File: src/sv/ifns_pkg.sv
// shared types and constants for the four-neighbor in-place smoothing block
// no dependencies
package ifns_pkg;

	localparam int MAX_WIDTH  = 1024;
	localparam int COL_W      = $clog2(MAX_WIDTH);
	localparam int CNT_W      = COL_W + 1;
	localparam int WIDTH_W    = 11;
	localparam int HEIGHT_W   = 16;
	localparam int PIX_W      = 8;
	localparam int SUM_W      = PIX_W + 2;
	localparam int CFG_IDX_W  = 2;
	localparam int CFG_DATA_W = 16;

	// configuration register indexes
	localparam logic [CFG_IDX_W-1:0] REG_IMAGE_WIDTH  = CFG_IDX_W'(0);
	localparam logic [CFG_IDX_W-1:0] REG_IMAGE_HEIGHT = CFG_IDX_W'(1);

	localparam logic [WIDTH_W-1:0]  WIDTH_RESET  = WIDTH_W'(1024);
	localparam logic [HEIGHT_W-1:0] HEIGHT_RESET = HEIGHT_W'(1024);

	// input word kinds
	localparam logic ACT_PIXEL = 1'b0;
	localparam logic ACT_FLUSH = 1'b1;

	typedef logic [PIX_W-1:0] pixel_t;
	typedef logic [COL_W-1:0] col_t;

	typedef struct packed {
		pixel_t pixel_out;
		logic   frame_last;
	} result_t;

endpackage

File: src/sv/ifns_if.sv


interface ifns_out_if;
	logic                  valid;
	logic                  ready;
	ifns_pkg::pixel_t      pixel_out;
	logic                  frame_last;

	modport source (output valid, output pixel_out, output frame_last, input ready);
	modport sink (input valid, input pixel_out, input frame_last, output ready);
endinterface


File: src/sv/ifns_out_buf.sv
// two-entry output register with skid slot for result words
// depends on ifns_pkg and ifns_out_if
module ifns_out_buf (
	input  logic              clk,
	input  logic              arst_n,
	input  logic              push,
	input  ifns_pkg::result_t word,
	output logic              room,
	ifns_out_if.source        results
);
	import ifns_pkg::*;

	result_t main_q;
	result_t skid_q;
	logic    main_v_q;
	logic    skid_v_q;
	logic    pop;

	assign pop = main_v_q && results.ready;

	always_ff @(posedge clk or negedge arst_n) begin
		if (!arst_n) begin
			main_v_q <= 1'b0;
			skid_v_q <= 1'b0;
		end else begin
			if (push) begin
				// skid slot is empty whenever a word can be pushed
				if (!main_v_q || pop) begin
					main_v_q <= 1'b1;
				end else begin
					skid_v_q <= 1'b1;
				end
			end else if (pop) begin
				main_v_q <= skid_v_q;
				skid_v_q <= 1'b0;
			end
		end
	end

	always_ff @(posedge clk) begin
		if (push) begin
			if (!main_v_q || pop) begin
				main_q <= word;
			end else begin
				skid_q <= word;
			end
		end else if (pop) begin
			main_q <= skid_q;
		end
	end

	assign room               = !skid_v_q;
	assign results.valid      = main_v_q;
	assign results.pixel_out  = main_q.pixel_out;
	assign results.frame_last = main_q.frame_last;

endmodule

File: src/flat_wrapper.sv
// flat-port wrapper written by rule: the top's interface ports become plain ports
module ifns_out_buf_flat import ifns_pkg::*;
  (clk, arst_n, push, word, room, results_valid, results_pixel_out, results_frame_last, results_ready);
  ifns_out_if results_i ();
  input  logic clk;
  input  logic arst_n;
  input  logic push;
  input  ifns_pkg::result_t word;
  output logic room;
  output wire logic [$bits(results_i.valid)-1:0] results_valid;
  output wire logic [$bits(results_i.pixel_out)-1:0] results_pixel_out;
  output wire logic [$bits(results_i.frame_last)-1:0] results_frame_last;
  input wire logic [$bits(results_i.ready)-1:0] results_ready;
  assign results_valid = results_i.valid;
  assign results_pixel_out = results_i.pixel_out;
  assign results_frame_last = results_i.frame_last;
  assign results_i.ready = results_ready;
  ifns_out_buf u_core (.clk(clk), .arst_n(arst_n), .push(push), .word(word), .room(room), .results(results_i));
endmodule
File: config.mk
export PLATFORM = sky130hd
export DESIGN_NAME = ifns_out_buf_flat
export DESIGN_NICKNAME = d
export VERILOG_FILES = /design/src/sv/ifns_pkg.sv /design/src/sv/ifns_if.sv /design/src/sv/ifns_out_buf.sv /design/src/flat_wrapper.sv
export SDC_FILE = /design/constraint.sdc
export NUM_CORES = 1
export LEC_CHECK = 0
export ABC_AREA = 1
export BUFFER_PORTS_ARGS = -buffer_cell sky130_fd_sc_hd__buf_2
export CAP_MARGIN = 20
export CORE_AREA = 2 2 47 49
export CTS_CLUSTER_SIZE = 25
export DETAILED_ROUTE_END_ITERATION = 10
export DIE_AREA = 0 0 49 51
export HOLD_SLACK_MARGIN = 0.05
export PLACE_DENSITY = 0.72
export REMOVE_ABC_BUFFERS = 1
export SLEW_MARGIN = 20
export SYNTH_ARGS = -nofsm -noshare
export SYNTH_HDL_FRONTEND = slang
export SYNTH_SLANG_ARGS = --single-unit
File: constraint.sdc
create_clock -name clk -period 1.75 [get_ports clk]
set_input_delay 0.0875 -clock clk [delete_from_list [all_inputs] [get_ports clk]]
set_output_delay 0.0875 -clock clk [all_outputs]
set_load 0.05 [all_outputs]
==> impl_metrics.py <==
metrics = {
    "grt": {
        "grtUsageMet1_pct": 14.42,
        "antenna_found_initial": 0,
        "gr-usage-all-layers_pct": 11.66,
        "grt_first_pass_wirelength_mm": 2.173,
        "grt_max_degree": 13,
        "gr-usage-met3_pct": 4.386,
        "overflow": 0,
        "busiest_layer": "met2",
        "grt_pass1_vias": 539,
        "grtUsageMet2_pct": 19.41,
    },
    "worst_hold_path": {
        "hp-class": "input pin to flip-flop",
        "holdPathEnd": "u_core.skid_v_q$_DFFE_PN0P_",
        "hold_start": "results_ready",
        "hold_depth": 4,
    },
    "die": {
        "dieArea_um2": 2499,
        "pin_count": 24,
        "fp-row-count": 17,
        "start_util_pct": 37.11,
        "core-area_um2": 2063,
        "die_h_um": 51,
        "die_x_um": 49,
    },
    "logic_synthesis": {
        "synth-warning-count": 0,
        "synth_cell_types": 9,
        "avgSynthCellArea_um2": 12.55,
        "synth.yosys.seq_area_share_pct": 77.12,
        "ys_ff_latch": 20,
        "postSynthCellCount": 61,
        "synth_area_um2": 765.7,
    },
    "drt": {
        "routed_wl_mm": 1.289,
        "dr.pass1.iters": 2,
        "drcViolationCount": 0,
        "vias": 530,
        "wl_per_cell_um": 10.31,
        "avgViaCountPerCell": 4.240,
        "ant_nets": 0,
        "drt_iter0_markers": 9,
    },
    "placed_design": {
        "dpl.cell_count": 111,
        "pre_cts_slack_ns": 0.5524,
        "place.port_buffers": 23,
        "postPlaceCellArea_um2": 904.6,
        "place_congestion": 0.7170,
    },
    "flow_run": {
        "drv.max_cap_violation_count": 0,
    },
    "timing": {
        "max_freq_mhz": 892.5,
        "fin_ws_ns": 0.6295,
        "slew_violations": 0,
        "clock_skew_ns": 0.004387,
        "grt_setup_unrepaired": "no",
        "worstMarginPinSlew_ns": 0.3318,
        "fin_crit_ns": 1.120,
        "tns_ns": 0,
        "maxSlewHeadroom_pct": 77.86,
        "setup_violations": 0,
        "fin_crit_sh_pct": 64.03,
        "finalHoldViolCount": 0,
    },
    "final_layout": {
        "regArea_um2": 590.6,
        "layout_common_cells": "nand2_1, buf_2, edfxtp_1",
        "layout_commonest_cell": "nand2_1",
        "fillers": 192,
        "antenna_cells": 0,
        "drive_gt1_share_pct": 29.90,
        "fin_cells": 125,
        "final_area_um2": 1041,
        "nets": 111,
        "synthToLayoutAreaGrowth_pct": 35.95,
        "multiInputGateArea_um2": 141.4,
    },
    "setup_path": {
        "worstPathMaxFanout": 9,
        "r2r_slack_ns": 0.63,
        "reg2reg_to": "u_core.results.pixel_out[7]$_DFFE_PP_",
        "critPathLaunchType": "flip-flop",
        "endpoint_kind": "flip-flop",
        "reg2reg_depth": 2,
        "crit_arrival_ns": 1.13,
        "worstSetupPathType": "flip-flop to flip-flop",
        "r2r_start": "u_core.results.valid$_DFFE_PN0P_",
        "critPathRequiredTime_ns": 1.76,
    },
    "clock_network": {
        "htree_num_levels": 1,
        "cts_setup_buffers": 0,
        "numCtsBuffers": 3,
        "root_buffer": "clkbuf_4",
        "path_clk_slew_ns": 0.10,
        "cts_hold_buf": 10,
        "clkLatencyLatePin_ns": 0.29,
        "cts_tree": "yes",
        "cts-resized-gates": 0,
        "clock_path_buffers": 2,
        "cts.sinks": 20,
    },
    "status": {
        "status": "finished, final reports clean",
    },
    "pwr": {
        "power.density_nw_per_um2": 1005,
        "totalPowerFinal_mw": 1.046,
        "p_leak_nw": 0.4757,
        "ir_drop_v": 0.0006639,
    },
}
[critical path, cell delays in order, from the launching register on]
cell and delay, ns:
dfrtp_1 0.44, o21ai_0 0.20, buf_4 0.20
[Yosys cell counts]
cell / n / area share [%]
nand3_1: 1 / 0.65
buf_4: 1 / 0.98
nand3_2: 1 / 1.3
nand2_1: 31 / 15
o21ai_0: 2 / 1.3
dfrtp_1: 2 / 6.5
edfxtp_1: 18 / 71
buf_6: 1 / 1.5
inv_1: 4 / 2.0
[worst max path at each step]
stage	start	to	slack (ns)	cells past startpoint
detailed placement	push	u_core.results.pixel_out[6]$_DFFE_PP_	0.55	4
finish	u_core.results.valid$_DFFE_PN0P_	u_core.results.pixel_out[7]$_DFFE_PP_	0.63	2
CTS	u_core.results.valid$_DFFE_PN0P_	u_core.results.pixel_out[6]$_DFFE_PP_	0.62	2
global route	u_core.results.valid$_DFFE_PN0P_	u_core.skid_q[4]$_DFFE_PP_	0.54	2
global placement	push	u_core.results.frame_last$_DFFE_PP_	0.60	4
floorplan	u_core.results.valid$_DFFE_PN0P_	u_core.results.frame_last$_DFFE_PP_	-0.02	1
[stage by stage]
| stage | hold WS [ns] | utilization, % |
|---|---|---|
| final | 0.09000 | 50.45 |
| after global routing | 0.08496 | 50.45 |
| after CTS | 0.08126 | 50.45 |
| after detailed placement | -0.1259 | 43.84 |
| after global placement | -0.1273 | 43.84 |
| after floorplan | -0.2081 | - |
[power by group]
part	switching (mW)	internal [mW]
logic	0.153	0.0584
clock network	0.126	0.127
registers	0.0144	0.567
total	0.294	0.753
[per-layer routing]
layer | up-vias | share of wire, %
met5 | - | 0
met4 | 0 | 0.78
met2 | 21 | 44
met1 | 236 | 48
li1 | 271 | -
met3 | 2 | 6.3
[layout make-up]
class	instances	share of cell area, %
Inverter	4	1.442
Tap cell	28	3.365
Clock buffer	4	3.486
Sequential cell	20	56.73
Timing Repair Buffer	34	21.39
Multi-Input combinational cell	35	13.58
[logic make-up after synthesis]
kind of cell,Yosys count,synth area share [%]
compound gates,2,1.307
buf+inv,6,4.411
flops,20,77.12
simple gates,33,17.16
[flip-flops by register name, indices dropped and copies added, names as in the netlist]
name                       cells
u_core.results.pixel_out       8
u_core.skid_v_q                1
u_core.results.frame_last      1
u_core.skid_q                  9
u_core.results.valid           1
No activity file was read; power rests on OpenSTA's default activity.
